==> config.mk <==
export PLATFORM = sky130hd
export DESIGN_NAME = rbb_window_sum
export DESIGN_NICKNAME = d
export VERILOG_FILES = /design/src/rtl/core/rbb_pkg.sv /design/src/rtl/core/rbb_window_sum.sv
export SDC_FILE = /design/constraint.sdc
export NUM_CORES = 1
export LEC_CHECK = 0
export ABC_AREA = 1
export BUFFER_PORTS_ARGS = -buffer_cell sky130_fd_sc_hd__buf_4
export CAP_MARGIN = 20
export CORE_MARGIN = 1.5
export CORE_UTILIZATION = 52
export DETAILED_ROUTE_END_ITERATION = 8
export GPL_ROUTABILITY_DRIVEN = 0
export PLACE_DENSITY = 0.7
export SLEW_MARGIN = 10
export SYNTH_ARGS = -nofsm -noshare
export SYNTH_HDL_FRONTEND = slang
export SYNTH_SLANG_ARGS = --single-unit
==> constraint.sdc <==
create_clock -name clk -period 9.8 [get_ports clk]
set_clock_uncertainty 0.05 [all_clocks]
set_input_delay 0.49 -clock clk [delete_from_list [all_inputs] [get_ports clk]]
set_output_delay 0.49 -clock clk [all_outputs]
set_load 0.1 [all_outputs]
==> src/rtl/core/rbb_pkg.sv <==
// ----------------------------------------------------------------------------
// rbb_pkg
// Shared types and constants of the RGB 3x3 box blur unit.
// ----------------------------------------------------------------------------
package rbb_pkg;

  // packed pixel: red in the low byte, then green, then blue
  typedef logic [23:0] rbb_pix_t;

  // configuration register indexes
  localparam logic CFG_IDX_W = 1'b1;
  typedef enum logic [0:0] {
    REG_LINE_LENGTH = 1'b0,
    REG_LINE_COUNT  = 1'b1
  } rbb_reg_t;

  localparam int CFG_DATA_W = 13;
  localparam int LEN_REG_W  = 11;
  localparam int CNT_REG_W  = 13;
  localparam int LINE_W     = 12;
  localparam int POS_OUT_W  = 10;
  localparam int NUM_W      = 13;
  localparam int SUM_W      = 12;

  // floor(s/9) = (s * 7282) >> 16 for every s up to 9*255
  localparam int          DIV_SHIFT = 16;
  localparam logic [13:0] RECIP9    = 14'd7282;
  localparam int          PROD_W    = SUM_W + 14;

  // result queue
  localparam int FIFO_DEPTH = 8;
  localparam int FIFO_AW    = 3;
  localparam int FIFO_CW    = 4;

  // per-item control that follows a pixel down the window pipeline
  typedef struct packed {
    logic                 emit;
    logic                 up;
    logic                 down;
    logic                 left;
    logic                 right;
    logic                 last;
    logic [LINE_W-1:0]    cl;
    logic [POS_OUT_W-1:0] cp;
  } rbb_meta_t;

  // one finished result word
  typedef struct packed {
    logic                 last;
    logic [POS_OUT_W-1:0] pos_in_line;
    logic [LINE_W-1:0]    line_index;
    logic [7:0]           blue;
    logic [7:0]           green;
    logic [7:0]           red;
  } rbb_res_t;

endpackage

==> src/rtl/core/rbb_window_sum.sv <==
// ----------------------------------------------------------------------------
// rbb_window_sum
// 3x3 window registers, masked channel sums and the divide by nine.
// ----------------------------------------------------------------------------
module rbb_window_sum (
  input  logic               clk,
  input  logic               rst_n,
  input  logic               restart,
  input  logic               shift_en,
  input  rbb_pkg::rbb_pix_t  col_top,
  input  rbb_pkg::rbb_pix_t  col_mid,
  input  rbb_pkg::rbb_pix_t  col_bot,
  input  rbb_pkg::rbb_meta_t meta_in,
  output logic               res_valid,
  output rbb_pkg::rbb_res_t  res,
  output logic [1:0]         pend
);

  rbb_pkg::rbb_pix_t  win_r [3][3];
  logic               zf_r;
  logic               s2_v_r;
  rbb_pkg::rbb_meta_t s2_meta_r;
  logic               s3_v_r;
  rbb_pkg::rbb_meta_t s3_meta_r;
  logic [rbb_pkg::SUM_W-1:0] s3_sum_r [3];
  logic [rbb_pkg::SUM_W-1:0] sum_nxt [3];
  logic [7:0]                quo [3];

  // window shift; older columns read as zero after a frame restart
  always_ff @(posedge clk) begin
    if (shift_en) begin
      for (int r = 0; r < 3; r++) begin
        win_r[r][0] <= zf_r ? '0 : win_r[r][1];
        win_r[r][1] <= zf_r ? '0 : win_r[r][2];
      end
      win_r[0][2] <= col_top;
      win_r[1][2] <= col_mid;
      win_r[2][2] <= col_bot;
    end
  end

  // restart flag and stage valids
  always_ff @(posedge clk) begin
    if (!rst_n) begin
      zf_r   <= 1'b1;
      s2_v_r <= 1'b0;
      s3_v_r <= 1'b0;
    end else begin
      if (restart) begin
        zf_r <= 1'b1;
      end else if (shift_en) begin
        zf_r <= meta_in.emit && meta_in.last;
      end
      s2_v_r <= shift_en && meta_in.emit;
      s3_v_r <= s2_v_r;
    end
  end

  // masked sums over the window
  always_comb begin
    logic [2:0] row_en;
    logic [2:0] col_en;
    row_en = {s2_meta_r.down, 1'b1, s2_meta_r.up};
    col_en = {s2_meta_r.right, 1'b1, s2_meta_r.left};
    for (int ch = 0; ch < 3; ch++) begin
      sum_nxt[ch] = '0;
      for (int r = 0; r < 3; r++) begin
        for (int c = 0; c < 3; c++) begin
          if (row_en[r] && col_en[c]) begin
            sum_nxt[ch] = sum_nxt[ch] + rbb_pkg::SUM_W'(win_r[r][c][8*ch +: 8]);
          end
        end
      end
    end
  end

  // payload pipeline
  always_ff @(posedge clk) begin
    s2_meta_r <= meta_in;
    s3_meta_r <= s2_meta_r;
    for (int ch = 0; ch < 3; ch++) begin
      s3_sum_r[ch] <= sum_nxt[ch];
    end
  end

  // divide by nine through the reciprocal
  always_comb begin
    logic [rbb_pkg::PROD_W-1:0] prod;
    for (int ch = 0; ch < 3; ch++) begin
      prod    = rbb_pkg::PROD_W'(s3_sum_r[ch]) * rbb_pkg::PROD_W'(rbb_pkg::RECIP9);
      quo[ch] = prod[rbb_pkg::DIV_SHIFT +: 8];
    end
  end

  assign res_valid       = s3_v_r;
  assign res.red         = quo[0];
  assign res.green       = quo[1];
  assign res.blue        = quo[2];
  assign res.line_index  = s3_meta_r.cl;
  assign res.pos_in_line = s3_meta_r.cp;
  assign res.last        = s3_meta_r.last;
  assign pend            = {1'b0, s2_v_r} + {1'b0, s3_v_r};

endmodule

# After elaboration in Yosys (flattened, before gate mapping)
# Memory sizes are Yosys's and may differ from the RTL's.
# Index checks and enable logic that the tools add are counted.
[word_totals]
reg_bits = 53
ram_bits = 252
inputBits = 104
output_inout_bits = 50
memories = 2
[memory_table]
columns = ["name", "words", "width", "rd", "rd_ports_with_merged_regs", "wr", "line_no", "rtl"]
rows = [
  ["win_r", 3, 72, 3, 0, 3, "rbb_window_sum.sv:19", "rbb_pkg::rbb_pix_t win_r [3][3];"],
  ["s3_sum_r", 3, 12, 3, 0, 3, "rbb_window_sum.sv:25", "logic [rbb_pkg::SUM_W-1:0] s3_sum_r [3];"],
]
[classes]
addsub = 25
mul = 3
muxes = 32
bitwise_logic = 1
reduce_logical = 7
[ops]
columns = ["operator", "count"]
rows = [
  ["12-bit by 8-bit adder with 12-bit output", 24],
  ["12-bit 2-to-1 mux", 21],
  ["24-bit 2-to-1 mux", 6],
  ["12-bit by 12-bit multiplier with 23-bit output, second input constant", 3],
  ["8-bit 2-to-1 mux", 3],
  ["1-bit logical AND", 6],
  ["1-bit by 1-bit adder with 2-bit output", 1],
  ["1-bit 2-to-1 mux", 2],
  ["2-bit OR reduction", 1],
  ["1-bit NOT", 1],
]

# Depth between registers and ports, before layout
# Gate-level depths: netlist of run 1.
[depth]
ltp_word = 17
ltp_mapped = 58

# Least setup slack after synthesis of run 1
# Ideal clock, no wire load.
[synth_path]
path_kind = "register to register"
start = "reg s2_meta_r[26] in the netlist's numbering"
end = "mem s3_sum_r[0][11] in the netlist's numbering"
setup_ps = 112
arrival_time_ps = 8284
required_ps = 9638
path_slack_ps = 1354
stages_incl_launch_ff = 42
synth_period_minus_slack_ps = 8446
cell_sequence = "dfxtp_1 > buf_6 > nand2_8 > clkbuf_1 > nor2_1 > ha_1 > inv_1 > fa_1 > nor2_1 > fa_1 > o21ai_0 > fa_1 > o21ai_0 > inv_1 > fa_1 > fa_1 > or2_2 > o21ai_0 > [6 not listed] > or2_2 > o21ai_0 > xor2_1 > o21ai_0 > ha_1 > nand2_1 > o21ai_0 > a21oi_1 > o21bai_1 > nand2_1 > a21oi_1 > nand3_1 > nor2_2 > nand2_1 > nand2_1 > nand2_1 > nand2_1 > nand2_1"
[synth_rtl]
columns = ["item", "line_no", "rtl"]
rows = [
  ["start, declared", "rbb_window_sum.sv:22", "rbb_pkg::rbb_meta_t s2_meta_r;"],
  ["start signal, assigned", "rbb_window_sum.sv:79", "s2_meta_r <= meta_in;"],
  ["end, declared", "rbb_window_sum.sv:25", ""],
]

==> reports/qor.yml, run 1 <==
synthesis:
  avgSynthCellArea_um2: 8.677
  yosysMostFrequentCell: "inv_1"
  synth.largest_area_cell: "edfxtp_1"
  synth_area_leaders: "edfxtp_1, ha_1, fa_1"
  synth-seq-cells: 305
  yosysSeqAreaShare_pct: 32.27
  synth_top_family_by_area: "adder cells"
  synthAdderAreaFrac_pct: 27.93
  syn_area_um2: 25620
  syn_inst: 2953
  ys_types: 51
  synth_nets: 3559
  synthXorXnorAreaFrac_pct: 4.546
  yosys_warnings: 0
  synthMuxAreaShare_pct: 0
  synth-simple-area-share_pct: 16.77
  synth-main-ff-cell: "edfxtp_1"
  synthArstFlopShare_pct: 0
  synth.top_cell.area_share_pct: 25.31
  ys_top_cells_by_count: "inv_1, nand2_1, ha_1"
  synth_compound_area_share_pct: 9.780
  synth_edf_count: 216
final_layout:
  diodes: 0
  final_area_um2: 29020
  drive_above_1_share_pct: 10.76
  area_growth_pct: 13.24
  fin_nets: 3739
floorplan:
  die_w_um: 225.0
  rows: 81
  die_h_um: 225.0
  io_pins: 154
  start_util_pct: 52.57
  die-area_um2: 50620
  coreArea_um2: 48750
grt:
  grt_pass1_wl_um: 96100
  first_global_vias: 20658
  antenna_found_initial: 1
  overflow: 0
  grt_use_total_pct: 23.20
  grt_max_degree: 105
timing:
  max_slew_margin_pct: 30.93
  drv_slew: 0
  holdWs_ns: 0.05076
  fmax_mhz: 109.7
  setup_viol: 0
  min_period_ns: 9.117
  finalHoldViolCount: 0
  rsz0062_at_grt: "false"
  period_share_pct: 93.03
  tightest_slew_ns: 1.036
  tns_ns: 0
detailed_routing:
  drt_wl_total_um: 57060
  via_per_inst: 5.253
  drt_iter0_drc: 1018
  final_antenna_net_count: 0
  drc: 0
  vias: 20091
  avgRoutedWirePerCell_um: 14.92
  first_pass_iters: 5
clock_tree:
  cts_root_buf: "clkbuf_16"
  cts_buffer_depth: 3
  cts_sinks: 305
  htreeDepth: 2
  cts_inserted_buffers: 37
  cts_tree: "yes"
  clock_latency_ns: 0.57
  clkTransAtPathRegs_ns: 0.06
setup_path:
  crit_fanout: 19
  worstPathArrival_ns: 9.51
  slowest_delay_ns: 0.65
  critPathSlowestCell: "fa_1"
  path_delay_family: "adder cells"
  cp-start-kind: "flop"
  worst-endpoint-required_ns: 10.19
  cp_num_buf_inv: 6
  crit_top_cell: "fa_1"
  endpoint_kind: "flop"
  criticalPathCategory: "reg2reg"
flow_run:
  maxCapViolCount: 0
run_status:
  status: "completed"
placement:
  portBuffers: 153
  dp_hpwl_um: 44440
  dpl_cell_area_um2: 27490
hold_path:
  min_path_type: "in2reg"
## metrics by stage
stage | setup WS (ns) | util [%] | instances
2_1_floorplan | 1.354 | - | 2953
3_3_place_gp | 0.7749 | 56.39 | 3730
3_5_place_dp | 0.5243 | 56.39 | 3730
4_1_cts | 0.4737 | 59.47 | 3824
5_1_grt | 0.01100 | 59.53 | 3825
6_report | 0.6827 | 59.53 | 3825
## layout make-up
cell class / count / area (µm²)
Fill cell: 4191 / 19730
Multi-Input combinational cell: 2060 / 15120
Sequential cell: 305 / 8272
Inverter: 536 / 2017
Timing Repair Buffer: 193 / 1544
Clock buffer: 49 / 1044
Tap cell: 664 / 830.8
Clock inverter: 18 / 186.4
## routing by layer
metal	part of all wire, %	GRT usage [%]	vias up
met1	43	28.50	9514
met3	4.9	3.611	91
met4	2.3	6.603	2
met5	0.019	0	-
met2	50	41.91	440
li1	-	-	10044
## path summary, 6_finish.rpt
| path | start | endpoint | slack, ns | cells after the start |
|---|---|---|---|---|
| max | s2_meta_r[24] | s3_sum_r[0][23] | 0.68 | 38 |
| min | col_top[15] | win_r[0][15] | 0.05 | 1 |
| max reg2reg | s2_meta_r[24] | s3_sum_r[0][23] | 0.68 | 38 |
| min reg2reg | s2_meta_r[8] | res[44] | 0.27 | 0 |
## cells by family (layout without fill, tap and decap cells)
kind of cell / count (synthesis) / after routing
AO/OA/AOI/OAI: 467 / 467
XOR/XNOR: 133 / 133
adder cells (fa/ha/maj): 504 / 504
buffers and inverters: 588 / 796
flip-flops: 305 / 305
AND/OR/NAND/NOR: 956 / 956
## sequential cells by signal, indices dropped and copies added (netlist names)
name       count
s2_meta_r     27
win_r        216
s2_v_r         1
zf_r           1
res_valid      1
s3_sum_r      36
res           23
## layout by cell type (no fill, tap or decap), drive strengths merged, types with 5 or more instances in the layout
| cell | n |
|---|---|
| clkbuf | 49 |
| xnor2 | 53 |
| o21ai | 201 |
| nand2 | 490 |
| o31ai | 12 |
| nand3b | 10 |
| a211oi | 5 |
| nand4 | 23 |
| and2 | 8 |
| nor2 | 270 |
| a21oi | 192 |
| edfxtp | 216 |
| a31oi | 18 |
| dlygate4sd3 | 27 |
| ha | 388 |
| inv | 536 |
| buf | 166 |
| dfxtp | 89 |
| o21bai | 12 |
| a21o | 11 |
| nor3 | 12 |
| fa | 114 |
| o211ai | 9 |
| nand3 | 123 |
| or2 | 19 |
| clkinv | 12 |
| xor2 | 80 |
## what timing repair did
action,CTS,global route
endpoints found under the setup margin,0,3
hold endpoints to repair,27,0
setup buffers,0,0
gates resized for setup,0,5
hold buffers,27,0
Power of run 1 is left out: the tool's default activity adds up to more than one toggle a clock period on the data nets, which glitch-free logic cannot reach.
==> run 2, diff against run 1 <==
- PLACE_DENSITY: 0.7 -> 0.76
==> reports/qor.yml, run 2 (synthesized netlist as in run 1, its figures left out) <==
setup_path:
  crit_top_cell: "fa_1"
  path_delay_family: "adder cells"
  worst-endpoint-required_ns: 10.19
  cp_num_buf_inv: 6
  critPathSlowestCell: "fa_1"
  worstPathArrival_ns: 9.53
  timing.rr.end: "s3_sum_r[0][23]"
  cp-start-kind: "flop"
  worstReg2RegStart: "s2_meta_r[24]"
  slowest_delay_ns: 0.60
  criticalPathCategory: "reg2reg"
  rrSetupSlack_ns: 0.67
  endpoint_kind: "flop"
  crit_fanout: 19
  rr_worst_depth: 38
flow_run:
  maxCapViolCount: 0
hold_path:
  min_path_type: "in2reg"
  min_to: "s2_meta_r[24]"
  holdPathStages: 1
  hold_start: "meta_in[24]"
final_layout:
  area_growth_pct: 13.73
  reg.largest.list: "win_r (216), s3_sum_r (36), s2_meta_r (27)"
  diodes: 0
  fin_nets: 3738
  drive_above_1_share_pct: 11.07
  final_common_cell: "inv_1"
  top_register: "win_r"
  largest_register_ffs: 216
  nFillCells: 4049
  final_cell_mix: "inv_1, nand2_1, ha_1"
floorplan:
  io_pins: 154
  start_util_pct: 52.57
  die_w_um: 225.0
  coreArea_um2: 48750
  rows: 81
  die_h_um: 225.0
  die-area_um2: 50620
timing:
  period_share_pct: 93.17
  tns_ns: 0
  tightest_slew_ns: 1.015
  fmax_mhz: 109.5
  setup_viol: 0
  finalHoldViolCount: 0
  min_period_ns: 9.131
  max_slew_margin_pct: 32.36
  rsz0062_at_grt: "false"
  drv_slew: 0
detailed_routing:
  via_per_inst: 5.280
  drt_iter0_drc: 1054
  drt_wl_total_um: 57330
  avgRoutedWirePerCell_um: 14.99
  final_antenna_net_count: 0
  first_pass_iters: 5
  drc: 0
  vias: 20195
clock_tree:
  cts_buffer_depth: 3
  cts_inserted_buffers: 37
  clkTransAtPathRegs_ns: 0.06
  post_cts_buffers: 0
  cts_sinks: 305
  cts_root_buf: "clkbuf_16"
  clock_latency_ns: 0.56
  htreeDepth: 2
  cts_tree: "yes"
placement:
  dp_hpwl_um: 44400
  portBuffers: 153
grt:
  overflow: 0
  grt_use_total_pct: 23.30
  grt_pass1_wl_um: 96320
  grt_max_degree: 93
  first_global_vias: 21031
  antenna_found_initial: 0
run_status:
  status: "completed"
[run 2: cell types whose count changed in the layout (fill, tap and decap cells not counted), moves of 2 or more]
cell	change
bufinv_16	+3
clkbuf_16	+2
clkbuf_8	+2
clkbuf_1	-5
clkinv_1	-2
[run 2: final cells by class]
type,instances,area [µm²],share of cell area (%)
Sequential cell,305,8272,28.38
Tap cell,664,830.8,2.851
Timing Repair Buffer,192,1513,5.191
Multi-Input combinational cell,2060,15130,51.93
Clock buffer,47,1089,3.735
Clock inverter,21,289.0,0.9918
Inverter,536,2017,6.921
[run 2: worst max-delay path by stage]
stage / start / to / slack [ns] / cells past startpoint
2_1_floorplan: s2_meta_r[26] / s3_sum_r[0][11] / 1.35 / 41
3_3_place_gp: s2_meta_r[24] / s3_sum_r[0][23] / 0.88 / 38
3_5_place_dp: s2_meta_r[24] / s3_sum_r[0][23] / 0.58 / 38
4_1_cts: s2_meta_r[24] / s3_sum_r[0][11] / 0.54 / 39
5_1_grt: s2_meta_r[26] / s3_sum_r[0][35] / 0.02 / 51
6_report: s2_meta_r[24] / s3_sum_r[0][23] / 0.67 / 38
[run 2: metal layers]
layer	track usage [%]	share of wire [%]	vias to the layer above
met5	0	0	-
met4	8.638	3.2	0
met3	3.859	4.9	145
met2	42.76	51	470
met1	27.10	41	9539
li1	-	-	10041
[run 2: what timing repair did]
action / in CTS / in global routing
resized for setup: 0 / 7
endpoints found under the setup margin: 0 / 3
hold buffers: 26 / 0
endpoints found under the hold margin: 26 / 0
[run 2: metrics by stage]
stage	cells	util (%)	instance area (µm²)	hold WS, ns	setup WS, ns
final	3825	59.78	29140	0.03094	0.6689
after global routing	3825	59.78	29140	0.01612	0.01706
after CTS	3825	59.76	29130	0.005143	0.5379
after detailed placement	3731	56.41	27500	0.2621	0.5792
after global placement	3731	56.41	27500	0.2596	0.8764
after floorplan	2953	-	25620	0.2596	1.354
Power of run 2 is left out for the same reason.
