$ cat src/rtl/core/rbb_pkg.sv
// ----------------------------------------------------------------------------
// rbb_pkg
// Shared types and constants of the RGB 3x3 box blur unit.
// ----------------------------------------------------------------------------
package rbb_pkg;

  // packed pixel: red in the low byte, then green, then blue
  typedef logic [23:0] rbb_pix_t;

  // configuration register indexes
  localparam logic CFG_IDX_W = 1'b1;
  typedef enum logic [0:0] {
    REG_LINE_LENGTH = 1'b0,
    REG_LINE_COUNT  = 1'b1
  } rbb_reg_t;

  localparam int CFG_DATA_W = 13;
  localparam int LEN_REG_W  = 11;
  localparam int CNT_REG_W  = 13;
  localparam int LINE_W     = 12;
  localparam int POS_OUT_W  = 10;
  localparam int NUM_W      = 13;
  localparam int SUM_W      = 12;

  // floor(s/9) = (s * 7282) >> 16 for every s up to 9*255
  localparam int          DIV_SHIFT = 16;
  localparam logic [13:0] RECIP9    = 14'd7282;
  localparam int          PROD_W    = SUM_W + 14;

  // result queue
  localparam int FIFO_DEPTH = 8;
  localparam int FIFO_AW    = 3;
  localparam int FIFO_CW    = 4;

  // per-item control that follows a pixel down the window pipeline
  typedef struct packed {
    logic                 emit;
    logic                 up;
    logic                 down;
    logic                 left;
    logic                 right;
    logic                 last;
    logic [LINE_W-1:0]    cl;
    logic [POS_OUT_W-1:0] cp;
  } rbb_meta_t;

  // one finished result word
  typedef struct packed {
    logic                 last;
    logic [POS_OUT_W-1:0] pos_in_line;
    logic [LINE_W-1:0]    line_index;
    logic [7:0]           blue;
    logic [7:0]           green;
    logic [7:0]           red;
  } rbb_res_t;

endpackage

$ cat src/rtl/core/rbb_out_fifo.sv
// ----------------------------------------------------------------------------
// rbb_out_fifo
// Small result queue between the window pipeline and the output stream.
// ----------------------------------------------------------------------------
module rbb_out_fifo (
  input  logic                         clk,
  input  logic                         rst_n,
  input  logic                         wr_en,
  input  rbb_pkg::rbb_res_t            wr_data,
  output logic                         out_valid,
  input  logic                         out_ready,
  output rbb_pkg::rbb_res_t            out_data,
  output logic [rbb_pkg::FIFO_CW-1:0]  count
);

  rbb_pkg::rbb_res_t               q_mem [rbb_pkg::FIFO_DEPTH];
  logic [rbb_pkg::FIFO_AW-1:0]     wr_ptr_r;
  logic [rbb_pkg::FIFO_AW-1:0]     rd_ptr_r;
  logic [rbb_pkg::FIFO_CW-1:0]     cnt_r;
  logic                            pop;

  assign out_valid = (cnt_r != '0);
  assign pop       = out_valid && out_ready;
  assign out_data  = q_mem[rd_ptr_r];
  assign count     = cnt_r;

  // storage
  always_ff @(posedge clk) begin
    if (wr_en) begin
      q_mem[wr_ptr_r] <= wr_data;
    end
  end

  // pointers and fill level
  always_ff @(posedge clk) begin
    if (!rst_n) begin
      wr_ptr_r <= '0;
      rd_ptr_r <= '0;
      cnt_r    <= '0;
    end else begin
      if (wr_en) begin
        wr_ptr_r <= wr_ptr_r + 1'b1;
      end
      if (pop) begin
        rd_ptr_r <= rd_ptr_r + 1'b1;
      end
      cnt_r <= cnt_r + rbb_pkg::FIFO_CW'(wr_en) - rbb_pkg::FIFO_CW'(pop);
    end
  end

endmodule

$ cat config.mk
export PLATFORM = sky130hd
export DESIGN_NAME = rbb_out_fifo
export DESIGN_NICKNAME = d
export VERILOG_FILES = /design/src/rtl/core/rbb_pkg.sv /design/src/rtl/core/rbb_out_fifo.sv
export SDC_FILE = /design/constraint.sdc
export NUM_CORES = 1
export LEC_CHECK = 0
export ABC_AREA = 1
export BUFFER_PORTS_ARGS = -buffer_cell sky130_fd_sc_hd__buf_4
export CORE_ASPECT_RATIO = 0.6
export CORE_MARGIN = 2
export CORE_UTILIZATION = 45
export CTS_CLUSTER_DIAMETER = 120
export DETAILED_ROUTE_END_ITERATION = 6
export PLACE_DENSITY_LB_ADDON = 0.12
export SETUP_SLACK_MARGIN = 0.15
export SYNTH_ARGS = -nofsm -noshare
export SYNTH_HDL_FRONTEND = slang
export SYNTH_SLANG_ARGS = --single-unit
export TNS_END_PERCENT = 1
$ cat constraint.sdc
create_clock -name clk -period 4.1 [get_ports clk]
set_input_delay 1.025 -clock clk [delete_from_list [all_inputs] [get_ports clk]]
set_output_delay 1.025 -clock clk [all_outputs]
set_load 0.005 [all_outputs]
# Word-level counts from Yosys, hierarchy flattened
# Memory sizes are Yosys's and may differ from the RTL's. A register that Yosys moved wholly into a read port is not among the register bits.
# Index checks and enable logic that the tools add are counted.
op_classes:
  mux: 4
  n_bitwise: 0
  n_reduce_logical: 2
  n_eq_ne: 0
  n_div: 0
  add_sub_neg: 4
  magnitude_cmp: 0
  multipliers: 0
  shifts: 0
op_table:
  columns: ["operator", "count"]
  rows:
  - ["$add 3x1->3 const B", 2]
  - ["$mux 3", 2]
  - ["$add 4x1->4", 1]
  - ["$reduce_bool 4->1", 1]
  - ["$sub 4x1->4", 1]
  - ["$mux 1", 2]
  - ["$logic_and 1x1->1", 1]
totals:
  ff_bits: 10
  memories: 1
  inputBits: 51
  romBits: 0
  output_inout_bits: 52
  ramBits: 376
  latchBits: 0
memory_table:
  columns: ["name", "depth", "width", "rd", "rd_clocked_by_memory_dff", "write_ports", "line", "rtl"]
  rows:
  - ["q_mem", 8, 47, 1, 1, 1, "rbb_out_fifo.sv:16", "rbb_pkg::rbb_res_t q_mem [rbb_pkg::FIFO_DEPTH];"]

# Logic depth before layout (Yosys ltp)
# Gate-level depths: netlist of the first run.
logic_depth:
  ltp_word: 4
  depth_mapped: 11

# Least setup slack after synthesis of the first run
# No wires, ideal clock.
synth_timing:
  path_kind: "in2reg"
  start: "input port wr_en"
  end: "memory q_mem[0][0] in the netlist's numbering, enable pin"
  n_path_buf: 0
  slack_ns: 0.334
  t_required_ns: 3.648
  cell_stages: 3
  arrival_ns: 3.314
  cell_sequence: "inv_1 > or2_1 > nor2_1"
synth_between:
  elab_chain_len: 2
synth_lines:
  columns: ["item", "line", "rtl"]
  rows:
  - ["from (decl)", "rbb_out_fifo.sv:8", "input logic wr_en,"]
  - ["$mux 1", "rbb_out_fifo.sv:29", "if (wr_en) begin"]
  - ["$mux 1 (implied by the code)", "rbb_out_fifo.sv:30", "q_mem[wr_ptr_r] <= wr_data;"]
  - ["to (decl)", "rbb_out_fifo.sv:16", null]
# No other way between the ends.

==> results of run 1 <==
state kept, by name (all words and copies together), names as in the netlist, named ones only:
name and cells:
wr_ptr_r 3, rd_ptr_r 3, q_mem 376, count 4
stage by stage:
stage	std cells	util
after global routing	2341	0.520
after detailed placement	2273	0.489
final	2341	0.520
after floorplan	1714	-
after global placement	2273	0.489
after CTS	2341	0.520
metal layers:
metal  wire length (um)  GRT usage  up-vias
met5                  0          0        -
met4                531     0.0448        0
met3               1600     0.0337       45
met2              17400      0.315      197
met1              18500      0.287     4961
li1                   -          -     5484
layout make-up:
cell class / instances / area (um2) / share of cell area
sequential: 389 / 11600 / 0.593
clock buffer: 50 / 1060 / 0.0543
tap: 513 / 642 / 0.0329
multi-input combinational: 858 / 3610 / 0.185
timing repair buffer: 119 / 1030 / 0.0529
clock inverter: 18 / 116 / 0.00597
inverter: 394 / 1490 / 0.0761
power by group through the flow:
stage	clock [W]	sequential [W]	combinational (W)
after floorplan	0	0.00460	0.00153
after global placement	0	0.00463	0.00237
after detailed placement	0	0.00464	0.00238
after CTS	0.00344	0.00455	0.00239
after global routing	0.00359	0.00456	0.00268
final	0.00335	0.00455	0.00235
worst paths after layout:
kind | to | slack [ps]
worst min-delay path | wr_ptr_r[0] | 490
worst max-delay path | out_data[23] | 400
worst min register to register | wr_ptr_r[0] | 490
worst max register to register | count[2] | 1900
critical path: cells and delay by family (launching register included):
kind	cells	cell delay, ps
flops	1	550
simple gates	4	350
buf+inv	3	1210
logic make-up (layout without fill, tap and decap cells):
family	count (synthesis)	count (layout)
adder cells (fa/ha/maj)	7	7
AO/OA/AOI/OAI	12	12
flip-flops	389	389
buffers and inverters	467	581
AND/OR/NAND/NOR	839	839
Yosys cell counts:
master,instances,area share
fa_1,1,0.0012
buf_2,41,0.012
buf_6,7,0.0046
o21ai_0,4,0.0012
buf_12,1,0.0012
nand3_1,194,0.057
buf_1,2,0.00044
nor2_1,17,0.0037
inv_4,1,0.00037
or2_1,1,0.00037
a21oi_1,8,0.0024
dfxtp_1,13,0.015
inv_2,2,0.00044
edfxtp_1,376,0.66
clkbuf_1,10,0.0022
inv_1,391,0.086
nand2_1,626,0.14
ha_1,6,0.0044
buf_4,12,0.0053
or2_2,1,0.00037
==> impl_metrics.json, run 1 <==
{
  "synthSimpleGateAreaFrac": 0.200,
  "ioPinCount": 103,
  "cts-root-buf": "clkbuf_16",
  "required_ps": 3070,
  "synth_seq_cells": 389,
  "syn_area_mm2": 0.0170,
  "worst_slack_ps": 401,
  "reg2reg_depth": 10,
  "dp_hpwl_mm": 18.4,
  "postCtsHoldBufs": 0,
  "synth_compound_gate_area_share": 0.00353,
  "gp_congestion": 0.754,
  "synth_top_family_by_area": "simple AND/OR/NAND/NOR gates",
  "cts_tree": "built",
  "clk_latency_ps": 540,
  "core.rowCount": 55,
  "path_class": "flip-flop to output port",
  "crit_chain": "clkinv_2 > buf_12 > nand3_1 > nand2_1 > nand2_1 > nand2_1 > buf_4",
  "slew_headroom": 0.352,
  "port_buffers": 102,
  "synthAdderAreaFrac": 0.00559,
  "antenna-diode-count": 0,
  "path_max_fanout": 41,
  "start_util": 0.454,
  "cp_common_cell": "nand2_1",
  "r2r_start": "count[2]",
  "switching_share": 0.293,
  "area_growth_pct": 14.6,
  "num-fill-cells": 3378,
  "core_area_mm2": 0.0375,
  "place_worst_setup_slack_ps": 932,
  "num_vias": 10700,
  "layout_commonest_cell": "nand2_1",
  "p_int_w": 0.00725,
  "cp-end-kind": "output port",
  "worst_path_max_delay_cell": "clkinv_2",
  "routed_wl_mm": 38.0,
  "hold_viol_final": 0,
  "via_per_inst": 4.57,
  "drtIter0Drc": 773,
  "hp-start": "wr_ptr_r[0]",
  "grt_pass1_wl_mm": 59.3,
  "cellPowerDensity_mw_per_mm2": 525,
  "cts.sinks": 389,
  "finalInstanceArea_mm2": 0.0195,
  "synth_cell_types": 20,
  "ys_warn_count": 0,
  "layout_common_cells": "nand2_1 (626), inv_1 (391), edfxtp_1 (376), nand3_1 (194), buf_4 (108)",
  "max-clock-path-buffers": 3,
  "grt_pass1_vias": 10300,
  "synthesis.nets": 1772,
  "worst_pin_slew_ps": 971,
  "fin_crit_sh": 0.902,
  "synth_mux_area_frac": 0,
  "die_y_um": 155,
  "cts_setup_buffers": 0,
  "pwr-share-comb": 0.229,
  "drt.antenna.violating_nets": 0,
  "grt_overflow": 0,
  "die_x_um": 255,
  "h-tree-depth": 2,
  "ir_drop_mv": 0.509,
  "antenna_found_initial": 0,
  "cap_viol_max_count": 0,
  "min_path_cells": 2,
  "crit_path_max_incr_delay_ps": 610,
  "postPlaceCellArea_mm2": 0.0183,
  "drc_errors": 0,
  "finalSetupTns_ps": 0,
  "drt-pass1-iter-count": 5,
  "cts-buffers-inserted": 38,
  "holdWs_ps": 492,
  "pwr-share-clk": 0.327,
  "fmax_mhz": 270,
  "holdCritPathClass": "flip-flop to flip-flop",
  "setup_viol": 0,
  "rsz0062_at_grt": "no",
  "seq_power_share": 0.444,
  "clkTransAtPathRegs_ps": 70,
  "nets": 1858,
  "switchingPower_w": 0.00300,
  "cts_resized": 0,
  "grt_usage": 0.198,
  "drv_slew": 0,
  "critical_path_arrival_ps": 2670,
  "die-area_mm2": 0.0395,
  "ys_seq_area_frac": 0.679,
  "grt_max_degree": 189,
  "syn_area_per_cell_um2": 9.93,
  "synth_cells": 1714,
  "critPathLaunchType": "flip-flop",
  "drive_above_1_share": 0.101,
  "min_period_ps": 3700,
  "status": "finished, final reports clean",
  "fin_skew_ps": 11.2,
  "fin_total_pwr_w": 0.0102,
  "synth-xor-area-share": 0,
  "p_leak_nw": 8.90,
  "detail_route.wl_per_cell_um": 16.2
}
Note: power is estimated with default switching activity, not from simulation.
==> inputs of run 2 (changes only) <==
Settings changed: ABC_AREA 1 to not set.
==> impl_metrics.json, run 2 <==
{
  "hold_viol_final": 0,
  "worst-path-buf-inv": 2,
  "cellPowerDensity_mw_per_mm2": 529,
  "die-area_mm2": 0.0343,
  "synth_cell_types": 25,
  "synth_area_leader_cell": "edfxtp_1",
  "grt_max_degree": 61,
  "post-synth-top-count-cell": "edfxtp_1",
  "place_worst_setup_slack_ps": 1020,
  "clkTransAtPathRegs_ps": 60,
  "ys.flop_type": "edfxtp_1",
  "max-clock-path-buffers": 3,
  "drtIter0Drc": 437,
  "die_y_um": 144,
  "num_vias": 6477,
  "start_util": 0.456,
  "postCtsHoldBufs": 0,
  "holdCritPathClass": "flip-flop to flip-flop",
  "largest_reg_flops": 376,
  "ys_warn_count": 0,
  "synth_cells": 615,
  "final_util": 0.535,
  "drt.antenna.violating_nets": 0,
  "detail_route.wl_per_cell_um": 24.3,
  "worst_pin_slew_ps": 670,
  "cts_tree": "built",
  "grt_overflow": 0,
  "port_buffers": 102,
  "async_flop_share": 0,
  "antenna_found_initial": 0,
  "path_max_fanout": 38,
  "ioPinCount": 103,
  "ir_drop_mv": 0.290,
  "cts.sinks": 389,
  "drt-pass1-iter-count": 4,
  "slew_headroom": 0.554,
  "fin_crit_sh": 0.874,
  "setup_viol": 0,
  "status": "finished, final reports clean",
  "ys_top_cells_by_count": "edfxtp_1 (376), mux4_2 (94), mux2_2 (47)",
  "cap_viol_max_count": 0,
  "min_period_ps": 3580,
  "crit_family": "flip-flops",
  "antenna-diode-count": 0,
  "cts_setup_buffers": 0,
  "rsz0062_at_grt": "no",
  "ys_seq_area_frac": 0.782,
  "synth_edf_count": 376,
  "synthesis.nets": 673,
  "core_area_mm2": 0.0324,
  "synth_seq_cells": 389,
  "h-tree-depth": 2,
  "worst_path_max_delay_cell": "dfxtp_4",
  "syn_area_mm2": 0.0148,
  "cts-root-buf": "clkbuf_16",
  "drv_slew": 0,
  "fmax_mhz": 279,
  "drc_errors": 0,
  "crit_path_max_incr_delay_ps": 770,
  "critical_path_arrival_ps": 2560,
  "critPathLaunchType": "flip-flop",
  "nets": 806,
  "die_x_um": 238,
  "dp.cells": 1133,
  "area_growth_pct": 17.2,
  "stdcell_count": 1198,
  "drive_above_1_share": 0.417,
  "crit_chain": "buf_4 > mux4_2 > mux2_2 > buf_4",
  "via_per_inst": 5.41,
  "cp_common_cell": "buf_4",
  "grt_pass1_vias": 7113,
  "grt_usage": 0.177,
  "layout_common_cells": "edfxtp_1 (376), buf_4 (115), mux4_2 (94), mux2_2 (47), clkbuf_16 (39)",
  "worst_slack_ps": 516,
  "path_class": "flip-flop to output port",
  "required_ps": 3070,
  "core.rowCount": 51,
  "synth.area.top_cells": "edfxtp_1 (76%), mux4_2 (14%), mux2_2 (3.6%)",
  "cp-end-kind": "output port",
  "layout_commonest_cell": "edfxtp_1",
  "cts-buffers-inserted": 37,
  "top_register": "q_mem",
  "holdWs_ps": 478,
  "cts_resized": 0,
  "synth_top_area_frac": 0.765,
  "fin_skew_ps": 13.9,
  "p_leak_nw": 5.55,
  "dp_hpwl_mm": 15.6,
  "gp_congestion": 0.707,
  "syn_area_per_cell_um2": 24.0,
  "routed_wl_mm": 29.2,
  "grt_pass1_wl_mm": 43.9,
  "clk_latency_ps": 530
}
==> run 2: changes by cell type in the layout (fill, tap and decap cells not counted), sizes merged, moves of 10 or more <==
cell   change
nand2    -617
mux4      +94
nor2      -10
nand3    -193
mux2      +47
inv      -388
==> run 2: logic make-up (layout without fill, tap and decap cells) <==
group	count (synthesis)	in the layout	synth area share
AND/OR/NAND/NOR	33	33	0.0112
flip-flops	389	389	0.782
buffers and inverters	31	190	0.0122
multiplexers	150	150	0.185
AO/OA/AOI/OAI	2	2	0.000847
adder cells (fa/ha/maj)	7	7	0.00644
XOR/XNOR	3	3	0.00178
==> run 2: path summary, 6_finish.rpt <==
check	from	to	slack, ps	cells past startpoint
min	rd_ptr_r[2]	flip-flop	480	2
max	flip-flop	out_data[44]	520	4
max reg2reg	count[2]	count[1]	1780	9
min reg2reg	rd_ptr_r[2]	flip-flop	480	2
==> run 2: power by group <==
group | switching [W] | leakage (nW) | internal (W)
Combinational | 0.000602 | 1.47 | 0.000798
Sequential | 0.0000775 | 3.52 | 0.00449
Clock | 0.00138 | 0.549 | 0.00181
Total | 0.00206 | 5.55 | 0.00709
==> run 2: through the flow <==
step | setup TNS (ps) | total power, W | cell area, um2
floorplan | -34570 | 0.00548 | 14800
global placement | 0 | 0.00606 | 16200
detailed placement | 0 | 0.00609 | 16200
CTS | 0 | 0.00929 | 17300
global route | 0 | 0.00954 | 17300
finish | 0 | 0.00915 | 17300
==> run 2: tightest hold or removal path, delay by kind of cell, from the launching register on <==
family,cells,cell delay (ps)
flip-flops,1,310
AND/OR/NAND/NOR,1,70
multiplexers,1,60
==> run 2: cell type report <==
class                   count  area [um2]
well taps                 424         531
clock inverters            15         100
repair buffers            121         983
clock buffers              50        1020
flip-flops and latches    389       11600
fillers                  2476       15000
inverters                   4        15.0
multi-input cells         195        3100
==> run 2: routing by layer <==
metal | share of wire | track usage
met5 | 0 | 0
met2 | 0.50 | 0.301
met3 | 0.050 | 0.0407
met4 | 0.014 | 0.0473
met1 | 0.44 | 0.231
==> inputs of run 3 (changes only) <==
Clock period 4.1 ns to 4.4 ns, I/O delays scaled along.
==> impl_metrics.json, run 3 (same netlist as run 2, synthesis figures left out) <==
{
  "status": "finished, final reports clean",
  "grt_pass1_wl_mm": 43.1,
  "max-clock-path-buffers": 3,
  "clkTransAtPathRegs_ps": 60,
  "cap_viol_max_count": 0,
  "slew_headroom": 0.438,
  "finalSetupTns_ps": 0,
  "gr-usage-met3": 0.0386,
  "critPathCapture": "out_data[34]",
  "min_period_ps": 3650,
  "worst_pin_slew_ps": 843,
  "hold_viol_final": 0,
  "die_y_um": 144,
  "ff_latch_area_mm2": 0.0116,
  "reg2reg_depth": 9,
  "num_vias": 6489,
  "cts-root-buf": "clkbuf_16",
  "r2r-end": "count[3]",
  "largest_reg_flops": 376,
  "clk_latency_ps": 540,
  "die-area_mm2": 0.0343,
  "cp-end-kind": "output port",
  "use_met1": 0.233,
  "detail_route.wl_per_cell_um": 24.0,
  "required_ps": 3300,
  "start_util": 0.456,
  "grt_max_degree": 48,
  "antenna_found_initial": 0,
  "core.rowCount": 51,
  "h-tree-depth": 2,
  "rsz0062_at_grt": "no",
  "postPlaceCellArea_mm2": 0.0162,
  "grt_pass1_vias": 6881,
  "routed_wl_mm": 28.6,
  "postCtsHoldBufs": 0,
  "setup_viol": 0,
  "grt_overflow": 0,
  "drv_slew": 0,
  "port_buffers": 102,
  "drc_errors": 0,
  "nets": 802,
  "r2r_slack_ps": 2120,
  "path_max_fanout": 41,
  "final_util": 0.535,
  "holdCritPathClass": "flip-flop to flip-flop",
  "cts_tree": "built",
  "finalInstanceArea_mm2": 0.0173,
  "multi_input_area_mm2": 0.00310,
  "ioPinCount": 103,
  "cts-buffers-inserted": 37,
  "cts_setup_buffers": 0,
  "grt_busiest_layer": "met2",
  "dp_hpwl_mm": 15.5,
  "fmax_mhz": 274,
  "top_register": "q_mem",
  "num-fill-cells": 2423,
  "cts_resized": 0,
  "holdWs_ps": 485,
  "critical_path_arrival_ps": 2550,
  "critPathLaunchType": "flip-flop",
  "path_class": "flip-flop to output port",
  "drtIter0Drc": 378,
  "drt-pass1-iter-count": 4,
  "grt_usage": 0.172,
  "r2r_start": "count[2]",
  "fin_skew_ps": 17.7,
  "gp_congestion": 0.703,
  "layout_commonest_cell": "edfxtp_1",
  "stdcell_count": 1194,
  "core_area_mm2": 0.0324,
  "cellPowerDensity_mw_per_mm2": 490,
  "ir_drop_mv": 0.428,
  "antenna-diode-count": 0,
  "layout_common_cells": "edfxtp_1 (376), buf_4 (107), mux4_2 (94), mux2_2 (47), clkbuf_16 (39)",
  "area_growth_pct": 17.2,
  "die_x_um": 238,
  "via_per_inst": 5.43,
  "grt.met2_usage": 0.289,
  "drive_above_1_share": 0.413,
  "dp.cells": 1129,
  "cts.sinks": 389,
  "drt.antenna.violating_nets": 0,
  "p_leak_nw": 5.52,
  "fin_crit_sh": 0.829,
  "min_path_cells": 2
}
==> run 3: changes by cell type in the layout (fill, tap and decap cells not counted) <==
cell        previous run  this run
buf_4                115       107
clkinv_8               0         1
buf_12                 6        10
bufinv_16              1         0
clkinv_2               6         4
clkbuf_1              11        12
clkinvlp_4             0         1
==> run 3: how the worst min path moves through the flow <==
stage | slack [ps] | startpoint | end
final | 490 | rd_ptr_r[2] | flip-flop
after global routing | 510 | rd_ptr_r[2] | flip-flop
after CTS | 490 | rd_ptr_r[2] | flip-flop
after detailed placement | 470 | rd_ptr_r[2] | flip-flop
after global placement | 460 | rd_ptr_r[2] | flip-flop
after floorplan | 460 | rd_ptr_r[2] | flip-flop
==> run 3: worst max-delay path: stages, from the launching register on <==
cell and delay [ps]:
dfxtp_4 780, buf_4 440, mux4_2 370, mux2_2 280, buf_4 140
==> run 3: layout make-up <==
type | instances | area share
inverter | 4 | 0.000867
tap | 424 | 0.0306
timing repair buffer | 117 | 0.0580
sequential | 389 | 0.668
clock buffer | 51 | 0.0590
clock inverter | 14 | 0.00484
multi-input combinational | 195 | 0.179
==> run 3: report_power, final <==
part | switching, W | total [W] | internal (W)
registers | 0.0000993 | 0.00428 | 0.00418
clock network | 0.00130 | 0.00293 | 0.00163
logic | 0.000526 | 0.00127 | 0.000745
==> run 3: routing by layer <==
metal  vias to the layer above  wire length [um]
met4                         0               350
met3                        30              1530
met2                       149             14200
li1                       2859                 -
met1                      3451             12600
met5                         -                 0
==> run 3: per-stage QoR <==
stage | setup slack [ps] | power, W
after detailed placement | 1260 | 0.00567
final | 751 | 0.00849
after floorplan | -511 | 0.00511
after global routing | 663 | 0.00884
after global placement | 1280 | 0.00564
after CTS | 700 | 0.00861
